### src/rtl/bps_pkg.sv
// ----------------------------------------------------------------------------
// bps_pkg
// Shared types and constants for the byte pattern scanner.
// ----------------------------------------------------------------------------
`default_nettype none

package bps_pkg;

	// field widths
	localparam int unsigned BYTE_W    = 8;
	localparam int unsigned ADDR_W    = 64;
	localparam int unsigned PATTERN_W = 64;
	localparam int unsigned LEN_W     = 4;
	localparam int unsigned LIMIT_W   = 32;
	localparam int unsigned CFG_IDX_W = 2;

	// register reset values
	localparam logic [LEN_W-1:0]   LEN_RESET   = LEN_W'(1);
	localparam logic [LIMIT_W-1:0] LIMIT_RESET = '1;

	typedef logic [BYTE_W-1:0] byte_t;

	// configuration register indexes
	typedef enum logic [CFG_IDX_W-1:0] {
		CFG_PATTERN_BYTES  = 2'd0,
		CFG_PATTERN_LENGTH = 2'd1,
		CFG_RESULT_LIMIT   = 2'd2
	} cfg_idx_t;

endpackage

`default_nettype wire

### src/rtl/bps_window.sv
// ----------------------------------------------------------------------------
// bps_window
// Compares the byte window against the pattern for every possible length
// and picks the result for the configured length.
// ----------------------------------------------------------------------------
`default_nettype none

module bps_window #(
	parameter int unsigned MAX_PATTERN_BYTES = 8
) (
	input  bps_pkg::byte_t                    win [MAX_PATTERN_BYTES],
	input  logic [bps_pkg::PATTERN_W-1:0]     pattern,
	input  logic [bps_pkg::LEN_W-1:0]         length,
	output logic                              hit
);
	import bps_pkg::*;

	logic [MAX_PATTERN_BYTES-1:0] match_l;

	// one full compare per candidate length; window entry 0 is the newest byte
	always_comb begin
		for (int l = 0; l < MAX_PATTERN_BYTES; l++) begin
			match_l[l] = 1'b1;
			for (int i = 0; i < MAX_PATTERN_BYTES; i++) begin
				if (i <= l) begin
					if (win[l-i] != pattern[BYTE_W*i +: BYTE_W]) begin
						match_l[l] = 1'b0;
					end
				end
			end
		end
	end

	// select by configured length
	always_comb begin
		hit = 1'b0;
		for (int l = 0; l < MAX_PATTERN_BYTES; l++) begin
			if (length == LEN_W'(l + 1)) begin
				hit = match_l[l];
			end
		end
	end

endmodule

`default_nettype wire

### src/rtl/byte_pattern_scanner.sv
// ----------------------------------------------------------------------------
// byte_pattern_scanner
// Exact byte pattern search over a stream of memory bytes, reporting the
// start address of every match until a configured number of matches.
// ----------------------------------------------------------------------------
//
//  channel  | handshake             | payload
//  ---------+-----------------------+-------------------------------------------
//  input    | in_valid / in_ready   | data_byte, byte_address, run_start,
//           |                       | scan_start
//  output   | out_valid / out_ready | match_address, limit_reached
//  config   | cfg_valid / cfg_ready | cfg_index, cfg_data (cfg_ready always high)
//
//  One item per clock sustained while results are not stalled. An item is
//  held in the input register, then the window compare, count update and
//  address subtract produce its result into the output register.
//  A stalled result holds the output register; the input register keeps
//  taking an item until it too is full. Reset clears all control state and
//  sets the registers to their reset values; no clearing pass is needed.
//
`default_nettype none

module byte_pattern_scanner #(
	parameter int unsigned MAX_PATTERN_BYTES = 8
) (
	input  logic                              clk,
	input  logic                              arst_n,
	// input items
	input  logic                              in_valid,
	output logic                              in_ready,
	input  bps_pkg::byte_t                    data_byte,
	input  logic [bps_pkg::ADDR_W-1:0]        byte_address,
	input  logic                              run_start,
	input  logic                              scan_start,
	// result items
	output logic                              out_valid,
	input  logic                              out_ready,
	output logic [bps_pkg::ADDR_W-1:0]        match_address,
	output logic                              limit_reached,
	// configuration writes
	input  logic                              cfg_valid,
	output logic                              cfg_ready,
	input  logic [bps_pkg::CFG_IDX_W-1:0]     cfg_index,
	input  logic [bps_pkg::PATTERN_W-1:0]     cfg_data
);
	import bps_pkg::*;

	localparam int unsigned FILL_W = $clog2(MAX_PATTERN_BYTES + 1);

	// configuration registers
	logic [PATTERN_W-1:0] pattern_q;
	logic [LEN_W-1:0]     length_q;
	logic [LIMIT_W-1:0]   limit_q;

	// scan state
	byte_t               hist_q [MAX_PATTERN_BYTES];
	logic [FILL_W-1:0]   fill_q;
	logic [LIMIT_W-1:0]  count_q;
	logic                stop_q;

	// input register
	logic                v_s1;
	byte_t               byte_s1;
	logic [ADDR_W-1:0]   addr_s1;
	logic                run_s1;
	logic                scan_s1;

	// result register
	logic                out_valid_q;
	logic [ADDR_W-1:0]   match_address_q;
	logic                limit_reached_q;

	// datapath
	logic                adv;
	logic                stop_eff;
	logic                run_eff;
	byte_t               hist_shift [MAX_PATTERN_BYTES];
	logic [FILL_W-1:0]   fill_base;
	logic [FILL_W-1:0]   fill_next;
	logic                len_ok;
	logic                fill_ok;
	logic                win_hit;
	logic                hit;
	logic [LIMIT_W-1:0]  count_next;
	logic                at_limit;

	assign cfg_ready     = 1'b1;
	assign adv           = v_s1 && (!out_valid_q || out_ready);
	assign in_ready      = !v_s1 || adv;
	assign out_valid     = out_valid_q;
	assign match_address = match_address_q;
	assign limit_reached = limit_reached_q;

	// configuration writes
	always_ff @(posedge clk or negedge arst_n) begin
		if (!arst_n) begin
			pattern_q <= '0;
			length_q  <= LEN_RESET;
			limit_q   <= LIMIT_RESET;
		end else if (cfg_valid) begin
			unique case (cfg_idx_t'(cfg_index))
				CFG_PATTERN_BYTES:  pattern_q <= cfg_data;
				CFG_PATTERN_LENGTH: length_q  <= cfg_data[LEN_W-1:0];
				CFG_RESULT_LIMIT:   limit_q   <= cfg_data[LIMIT_W-1:0];
				default: ;
			endcase
		end
	end

	// input register
	always_ff @(posedge clk or negedge arst_n) begin
		if (!arst_n) begin
			v_s1 <= 1'b0;
		end else if (in_ready) begin
			v_s1 <= in_valid;
		end
	end

	always_ff @(posedge clk) begin
		if (in_ready && in_valid) begin
			byte_s1 <= data_byte;
			addr_s1 <= byte_address;
			run_s1  <= run_start;
			scan_s1 <= scan_start;
		end
	end

	// shifted history with the new byte in front
	always_comb begin
		hist_shift[0] = byte_s1;
		for (int k = 1; k < MAX_PATTERN_BYTES; k++) begin
			hist_shift[k] = hist_q[k-1];
		end
	end

	// fill count, limits and match decision
	always_comb begin
		stop_eff   = stop_q && !scan_s1;
		run_eff    = run_s1 || scan_s1;
		fill_base  = run_eff ? '0 : fill_q;
		fill_next  = (fill_base == FILL_W'(MAX_PATTERN_BYTES)) ?
			FILL_W'(MAX_PATTERN_BYTES) : fill_base + FILL_W'(1);
		len_ok     = (length_q != '0) && (length_q <= LEN_W'(MAX_PATTERN_BYTES));
		fill_ok    = LEN_W'(fill_next) >= length_q;
		hit        = !stop_eff && len_ok && (limit_q != '0) && fill_ok && win_hit;
		count_next = (scan_s1 ? '0 : count_q) + LIMIT_W'(1);
		at_limit   = count_next >= limit_q;
	end

	bps_window #(
		.MAX_PATTERN_BYTES(MAX_PATTERN_BYTES)
	) u_window (
		.win     (hist_shift),
		.pattern (pattern_q),
		.length  (length_q),
		.hit     (win_hit)
	);

	// scan state update
	always_ff @(posedge clk or negedge arst_n) begin
		if (!arst_n) begin
			fill_q  <= '0;
			count_q <= '0;
			stop_q  <= 1'b0;
		end else if (adv) begin
			if (hit) begin
				count_q <= count_next;
			end else if (scan_s1) begin
				count_q <= '0;
			end
			if (hit && at_limit) begin
				stop_q <= 1'b1;
			end else if (scan_s1) begin
				stop_q <= 1'b0;
			end
			if (stop_eff) begin
				if (run_eff) begin
					fill_q <= '0;
				end
			end else begin
				fill_q <= fill_next;
			end
		end
	end

	// history bytes, read only below the fill count
	always_ff @(posedge clk) begin
		if (adv && !stop_eff) begin
			hist_q <= hist_shift;
		end
	end

	// result register
	always_ff @(posedge clk or negedge arst_n) begin
		if (!arst_n) begin
			out_valid_q <= 1'b0;
		end else if (adv) begin
			out_valid_q <= hit;
		end else if (out_ready) begin
			out_valid_q <= 1'b0;
		end
	end

	always_ff @(posedge clk) begin
		if (adv && hit) begin
			match_address_q <= addr_s1 - (ADDR_W'(length_q) - ADDR_W'(1));
			limit_reached_q <= at_limit;
		end
	end

endmodule

`default_nettype wire

### config.mk
export PLATFORM = sky130hd
export DESIGN_NAME = byte_pattern_scanner
export DESIGN_NICKNAME = d
export VERILOG_FILES = /design/src/rtl/bps_pkg.sv /design/src/rtl/bps_window.sv /design/src/rtl/byte_pattern_scanner.sv
export SDC_FILE = /design/constraint.sdc
export NUM_CORES = 1
export LEC_CHECK = 0
export ABC_AREA = 1
export BUFFER_PORTS_ARGS = -buffer_cell sky130_fd_sc_hd__buf_2
export CORE_MARGIN = 2
export CORE_UTILIZATION = 55
export DETAILED_ROUTE_END_ITERATION = 10
export HOLD_SLACK_MARGIN = 0.03
export PLACE_DENSITY = 0.78
export SYNTH_ARGS = -nofsm -noshare
export SYNTH_HDL_FRONTEND = slang
export SYNTH_SLANG_ARGS = --single-unit
### constraint.sdc
create_clock -name clk -period 5.56 [get_ports clk]
set_clock_uncertainty 0.05 [all_clocks]
set_input_delay 1.112 -clock clk [delete_from_list [all_inputs] [get_ports clk]]
set_output_delay 1.112 -clock clk [all_outputs]
set_load 0.02 [all_outputs]
==> metrics.md, run 1 <==
| Metric | Value |
|---|---|
| TritonRoute pass-1 iters | 6 |
| Vias | 19400 |
| Comb pwr share | between 30 and 40% |
| Cells after Synth | between 2000 and 3000 |
| CTS-repair resized insts | 0 |
| Mapped Area | 0.0217 mm² |
| Worst Hold Class | flop to flop |
| Clk_lat worst skew | 580 ps |
| Vias in the first global route | roughly 19000 |
| IO Port Bufs | between 200 and 250 |
| Critical Setup Path Class | flop to flop |
| Worst r2r src | scan_s1 |
| Hold Path Depth | 2 |
| Setup TNS | 0 ps |
| Synthesis-stage register bit count | 334 |
| Sequential area share after synthesis | a little over two fifths |
| Layout cells sized above 1 | 13.7% |
| Count leader, synth | nand2_1 |
| Commonest cells post-synth | nand2_1, inv_1, nor2_1 |
| Slew headroom | 22.2% |
| Die Ht | 203 µm |
| CP max FO | 22 |
| Tightest Pin Transition | 1170 ps |
| WP data required | ~6000 ps |
| GRT Util Overall | 35.3% |
| Pins Over Slew Limit | 0 |
| Reg2reg end | stop_q |
| CTS tree | yes |
| F_max | 0.224 GHz |
| Layout Cells excl Fill | 3346 |
| Starting Density | 56.0% |
| Leakage | ~11 nW |
| Synth top area share | around 27% |
| First-pass GRT wire length | about 110 mm |
| Synth cell types | 54 |
| Setup violators final | 0 |
| Nets | ~3000 |
| Placed Cells | between 3000 and 4000 |
| Core area | 0.0388 mm² |
| R2R cell count | 25 |
| Clk pwr share | 27.9% |
| Switching share of power | 37.8% |
| Startpoint Class | flop |
| Top cell type by total area after synthesis | edfxtp_1 |
| Avg Vias per Cell | a little under 6 |
| Htree depth | 2 |
| Fraction of registers with async set/reset | 41.6% |
| RePlAce Congestion | 1.04 |
| Layout area overhead | 11.5% |
| Num CTS Buffers | 37 |
| Psw | 3.19 mW |
| WP data arrival | 4930 ps |
| Post-CTS Hold Fix Bufs | 0 |
| Largest cells by area after synthesis | edfxtp_1, dfrtp_1, nand2_1, ha_1, xnor2_1 |
| 1st-iter DRT viols | around 2100 |
| Max_cap viols | 0 |
| Post-CTS Setup Bufs | 0 |
| Hold path startpoint | count_q[24] |
| Largest net degree at the start of global routing | 104 |
| Int Power | around 5.3 mW |
| Unrepaired setup endpoints after global routing | false |
| Total gr overflow | 0 |
| Final Hold Fails | 0 |
| Seq pwr share | approximately two fifths |
| Top_reg_cell synth | edfxtp_1 |
| Deepest clock path buffer count | 3 |
| Die Wd | roughly 200 µm |
| CTS root buffer | clkbuf_16 |
| Syn Area/Cell | 8.24 µm² |
| Rows | 72 |
| Peak supply drop | 289 µV |
| CTS clk-pin slew, worst paths | 60 ps |
| DRC | 0 |
| P per Cell Area | 349 mW/mm² |
| Worst R2R Setup Slack | 1100 ps |
| Initial antenna violation count | 1 |
| Run status | finished clean |
| Final WL | 72.4 mm |
| Post-layout minimum cycle time | ~4500 ps |
| # IOs | ~210 |
| Die area | approximately 0.041 mm² |
| CP endpoint kind | flop |
| Post-synth EDFFs | 195 |
| Routed len/inst | 21.6 µm |
| Hold Path Sink | count_q[24] |
| Fin crit share | 80.3% |
| Syn. warnings | 0 |
| Final ANT Viol Nets | 0 |
| Clock Sinks | 334 |
| Syn_nets | 2891 |
| DPL Wire Length | 54.6 mm |
## metrics by stage
stage | instance area [µm²] | worst slack [ps] | total power, mW | utilization, % | hold WS [ps]
CTS | 24200 | 1190 | 8.42 | 62.4 | 432
global route | 24200 | 820 | 8.87 | 62.4 | 447
finish | 24200 | 1100 | 8.46 | 62.4 | 431
floorplan | 21700 | 804 | 5.18 | - | 371
detailed placement | 23100 | 1230 | 6.04 | 59.5 | 416
global placement | 23100 | 1330 | 6.03 | 59.5 | 411
## worst max-delay path by stage
stage | from | end | slack, ps
6_report | scan_s1 | stop_q | 1100
5_1_grt | scan_s1 | stop_q | 820
4_1_cts | scan_s1 | stop_q | 1190
3_5_place_dp | scan_s1 | stop_q | 1230
3_3_place_gp | scan_s1 | stop_q | 1330
2_1_floorplan | scan_s1 | limit_reached | 800
## kinds of logic after synthesis
family | after synthesis | share of synthesized area (%)
buffers and inverters | 442 | 8.19
and+or+nand+nor | 1109 | 21.5
other | 1 | 0.0173
muxes | 25 | 1.30
DFF | 334 | 43.1
AOI/OAI and AO/OA | 369 | 9.53
adders and majority gates | 108 | 6.25
xor gates and xnor gates | 250 | 10.1
## routing by layer
metal	GRT usage, %	share of wire (%)	vias up
met4	13.1	3.7	0
met1	47.0	41	9176
met2	57.2	46	987
met5	0	0	-
li1	-	-	9041
met3	7.00	8.9	180
## state kept, by name (all words and copies together), names as in the netlist
signal         cells
limit_q           32
scan_s1            1
pattern_q         64
fill_q             4
hist_q            56
run_s1             1
stop_q             1
length_q           4
v_s1               1
count_q           32
out_valid          1
byte_s1            8
limit_reached      1
match_address     64
addr_s1           64
## final cells by class
type,instances,area (µm²)
Fill cell,3383,14600
Tap cell,518,648
Timing Repair Buffer,226,1190
Sequential cell,334,9380
Clock buffer,50,1020
Antenna cell,1,2.50
Clock inverter,18,121
Inverter,337,1270
Multi-Input combinational cell,1862,10600
## power by group through the flow
stage	Sequential [mW]	Combinational, mW	Clock [mW]
2_1_floorplan	3.21	1.97	0
3_3_place_gp	3.48	2.55	0
3_5_place_dp	3.48	2.56	0
4_1_cts	3.43	2.60	2.39
5_1_grt	3.47	2.92	2.48
6_report	3.46	2.64	2.36
## placed cells by master, fill, tap and decap left out, types with 107 or more instances in the layout
cell,n
xnor2_1,138
buf_2,210
a21oi_1,125
nand3_1,129
edfxtp_1,195
ha_1,107
nor2_1,236
inv_1,310
o21ai_0,134
nand2_1,597
xor2_1,112
## worst max-delay path, cell delays in order, from the launching register on
cell and delay [ps]:
edfxtp_1 360, buf_4 240, clkinv_2 270, nand2_2 160
inv_1 90, ha_1 180, nand3_2 100, nor2_1 140
nand2_1 140, nor3_4 280, nand2_2 130, nor2_2 130
nand4_1 150, or2_0 260, xnor2_1 190, inv_1 80
ha_1 280, nand2_1 70, inv_1 70, nand3_1 100
nor3_1 200, and3_1 280, nand4_1 100, nand3_1 190
nand2_1 80, nand2_1 90
No activity file was read; power rests on OpenSTA's default activity.
==> run 2: changes to the inputs <==
ABC_AREA = 0   (was 1)
CORE_UTILIZATION = 54   (was 55)
PLACE_DENSITY = 0.77   (was 0.78)
clock period = 3.6 ns   (was 5.56 ns; I/O delays follow)
==> run 2 against run 1 <==
Net effect: the run now ends with setup timing left; design area increased by 6.7%; sequential power up 47%; maximum frequency is 19% higher; flip-flop and latch count unchanged; global-route usage fell by 3.1 points; largest cell class unchanged; sequential share of layout area is 2.4 points lower; cell count is 17% lower; largest power group unchanged; critical path type unchanged; first-iteration DRC count down 28%.
==> metrics.md, run 2 <==
| Metric | Value |
|---|---|
| Run status | complete, but fails checks (was finished clean) |
| Failing checks | setup timing |
| Syn Area/Cell | 11.0 µm² (was 8.24 µm²) |
| Vias | 16500 (was 19400) |
| Die Ht | 198 µm (was 203 µm) |
| P per Cell Area | 498 mW/mm² (was 349 mW/mm²) |
| TritonRoute pass-1 iters | 8 (was 6) |
| Commonest non-fill, non-tap cell in the layout | buf_4 (was nand2_1) |
| First-pass GRT wire length | 95.0 mm (was 111 mm) |
| Htree depth | 2 (unchanged) |
| CP max FO | 7 (was 22) |
| Largest cells by area after synthesis | edfxtp_1, dfrtp_1, xor2_1, xnor2_1, ha_1 (was edfxtp_1, dfrtp_1, nand2_1, ha_1, xnor2_1) |
| Peak supply drop | 472 µV (was 289 µV) |
| Routed len/inst | 23.2 µm (was 21.6 µm) |
| Crit path from | scan_s1 (unchanged) |
| CP endpoint kind | flop (unchanged) |
| # IOs | 213 (unchanged) |
| Syn_nets | 2108 (was 2891) |
| Largest net degree at the start of global routing | 73 (was 104) |
| Slew headroom | 49.3% (was 22.2%) |
| Clk_lat worst skew | 550 ps (was 580 ps) |
| Final Hold Fails | 0 (unchanged) |
| Syn. warnings | 0 (unchanged) |
| Hold_ws | 169 ps (was 431 ps) |
| Critical Setup Path Class | flop to flop (unchanged) |
| Top_reg_cell synth | edfxtp_1 (unchanged) |
| Avg Vias per Cell | 5.92 (was 5.79) |
| CTS clk-pin slew, worst paths | 60 ps (about the same) |
| Fin area | 0.0259 mm² (was 0.0242 mm²) |
| Setup ws final | -137 ps (was 1100 ps) |
| Unrepaired setup endpoints after global routing | true (was false) |
| WP data required | 3990 ps (was 6020 ps) |
| CTS root buffer | clkbuf_16 (unchanged) |
| Synth cell types | 66 (was 54) |
| Setup TNS | -601 ps (was 0 ps) |
| Leakage | 10.7 nW (was 10.8 nW) |
| Worst Hold Class | input port to async pin (was flop to flop) |
| Initial antenna violation count | 1 (unchanged) |
| WP data arrival | 4120 ps (was 4930 ps) |
| DRC | 0 (unchanged) |
| Filler Cells Inserted | 2741 (was 3383) |
| Layout cells sized above 1 | 34.9% (was 13.7%) |
| GRT Util Overall | 32.1% (was 35.3%) |
| Fin crit share | 104% (was 80.3%) |
| Layout area overhead | 26.9% (was 11.5%) |
| Startpoint Class | flop (unchanged) |
| IO Port Bufs | 211 (unchanged) |
| Post-synth EDFFs | 195 (unchanged) |
| Tightest Pin Transition | 760 ps (was 1170 ps) |
| Multi-input gate area | 0.0110 mm² (was 0.0106 mm²) |
| Fraction of registers with async set/reset | 41.6% (unchanged) |
| Commonest cells post-synth | xor2_1, edfxtp_1, xnor2_1 (was nand2_1, inv_1, nor2_1) |
| Synth top area share | 28.7% (was 26.9%) |
| Deepest clock path buffer count | 3 (unchanged) |
| Core area | 0.0374 mm² (was 0.0388 mm²) |
| Design Power | 12.9 mW (was 8.46 mW) |
| Die area | 0.0393 mm² (was 0.0411 mm²) |
| Post-layout minimum cycle time | 3740 ps (was 4460 ps) |
| Post-CTS Hold Fix Bufs | 0 (unchanged) |
| Num CTS Buffers | 38 (was 37) |
| Sequential area share after synthesis | 46.0% (was 43.1%) |
| CTS tree | yes (unchanged) |
| Die Wd | 198 µm (was 203 µm) |
| Vias in the first global route | 16600 (was 19200) |
| Critical-path cell list | buf_6 -> nor2b_4 -> ha_4 -> inv_2 -> nor4_4 -> and3_4 -> and3_4 -> nand3_4 -> nor2_4 -> xnor2_1 -> nor2_1 -> ha_1 -> a21o_1 -> a21o_1 -> a21oi_2 -> nor2b_1 -> o21ai_1 -> nand2b_1 -> a21oi_2 -> nand3_2 -> a22o_1 |
| 1st-iter DRT viols | 1507 (was 2102) |
| Post-placement worst setup slack | -289 ps (was 1230 ps) |
| Crit-path slowest cell | edfxtp_1 (unchanged) |
| F_max | 0.268 GHz (was 0.224 GHz) |
| Register area | 0.00938 mm² (unchanged) |
| Top cell type by total area after synthesis | edfxtp_1 (unchanged) |
| Rows | 71 (was 72) |
| Ant diodes | 0 (was 1) |
| Placed cell areas | 0.0236 mm² (was 0.0231 mm²) |
| Commonest non-fill, non-tap cells in the layout | buf_4, buf_2, xor2_1 (was nand2_1, inv_1, nor2_1) |
| Starting Density | 54.5% (was 56.0%) |
| Count leader, synth | xor2_1 (was nand2_1) |
| Worst r2r src | scan_s1 (unchanged) |
| RePlAce Congestion | 1.04 (about the same) |
| Synthesis-stage register bit count | 334 (unchanged) |
| Final WL | 64.4 mm (was 72.4 mm) |
| Total gr overflow | 0 (unchanged) |
| Mapped Area | 0.0204 mm² (was 0.0217 mm²) |
| Clock Sinks | 334 (unchanged) |
| Nets | 2495 (was 3051) |
| DPL Wire Length | 46.7 mm (was 54.6 mm) |
| Pins Over Slew Limit | 0 (unchanged) |
| Setup violators final | 14 (was 0) |
| Max_cap viols | 0 (unchanged) |
| Final ANT Viol Nets | 0 (unchanged) |
| Cells after Synth | 1855 (was 2638) |
| Max incr delay on CP | 370 ps (was 360 ps) |
[run 2: cell count changes in the layout (fill, tap and decap cells not counted), sizes merged, moves of 77 or more]
cell,previous run,this run
inv,338,60
buf,226,477
nand3,133,38
o21ai,142,54
nor2,243,79
nand2,602,78
xor2,112,199
mux2,25,102
[run 2: metrics by stage]
step / util, % / cells
after CTS: 67.3 / 2761
after global routing: 69.1 / 2782
final: 69.1 / 2782
after detailed placement: 63.1 / 2685
after global placement: 63.1 / 2685
after floorplan: - / 1855
[run 2: routing by layer]
| layer | up-vias | global-route usage [%] | share of wire (%) |
|---|---|---|---|
| li1 | 7438 | - | - |
| met1 | 8117 | 42.2 | 41 |
| met2 | 747 | 52.8 | 47 |
| met3 | 162 | 6.88 | 8.8 |
| met4 | 2 | 10.9 | 3.5 |
| met5 | - | 0 | 0.020 |
[run 2: worst paths after layout]
| check | end | slack [ps] | cells past startpoint |
|---|---|---|---|
| min in group clk | addr_s1[24] | 300 | 1 |
| setup / recovery | stop_q | -140 | 21 |
| setup reg to reg | stop_q | -140 | 21 |
| hold reg to reg | count_q[22] | 460 | 1 |
| max in group asynchronous | length_q[0] | 2480 | 2 |
| hold / removal | count_q[15] | 170 | 1 |
[run 2: cells by family (layout without fill, tap and decap cells)]
| group | after synthesis | in the layout | share of synthesized area [%] |
|---|---|---|---|
| simple gates | 416 | 416 | 10.8 |
| compound gates | 319 | 319 | 10.5 |
| flops | 334 | 334 | 46.0 |
| fa+ha+maj | 108 | 108 | 6.67 |
| buf+inv | 192 | 608 | 3.82 |
| xor+xnor | 380 | 380 | 16.3 |
| other cells | 1 | 1 | 0.0184 |
| mux | 105 | 105 | 5.79 |
[run 2: worst max-delay path, delay by kind of cell (launching register included)]
family	cells	cell delay, ps
and+or+nand+nor	10	1400
buffers and inverters	2	190
xor gates and xnor gates	1	120
DFF	1	370
AOI/OAI and AO/OA	6	1030
adders and majority gates	2	460
[run 2: layout make-up]
type	count	share of cell area, %
multi-input cells	1329	42.5
flip-flops and latches	334	36.3
repair buffers	479	12.8
clock buffers	57	4.52
well taps	511	2.47
inverters	60	0.881
clock inverters	12	0.479
[run 2: report_power, final]
group	internal [mW]	leakage [nW]	switching, mW
registers	4.54	3.53	0.563
clock network	2.39	0.625	1.60
logic	1.85	6.54	1.92
total	8.78	10.7	4.09
[run 2: repair_timing]
item | CTS | global route
cloned | 2 | 2
setup endpoints to repair | 57 | 66
gates resized for setup | 52 | 89
pin swaps | 27 | 47
endpoints found under the hold margin | 0 | 0
setup buffers | 5 | 20
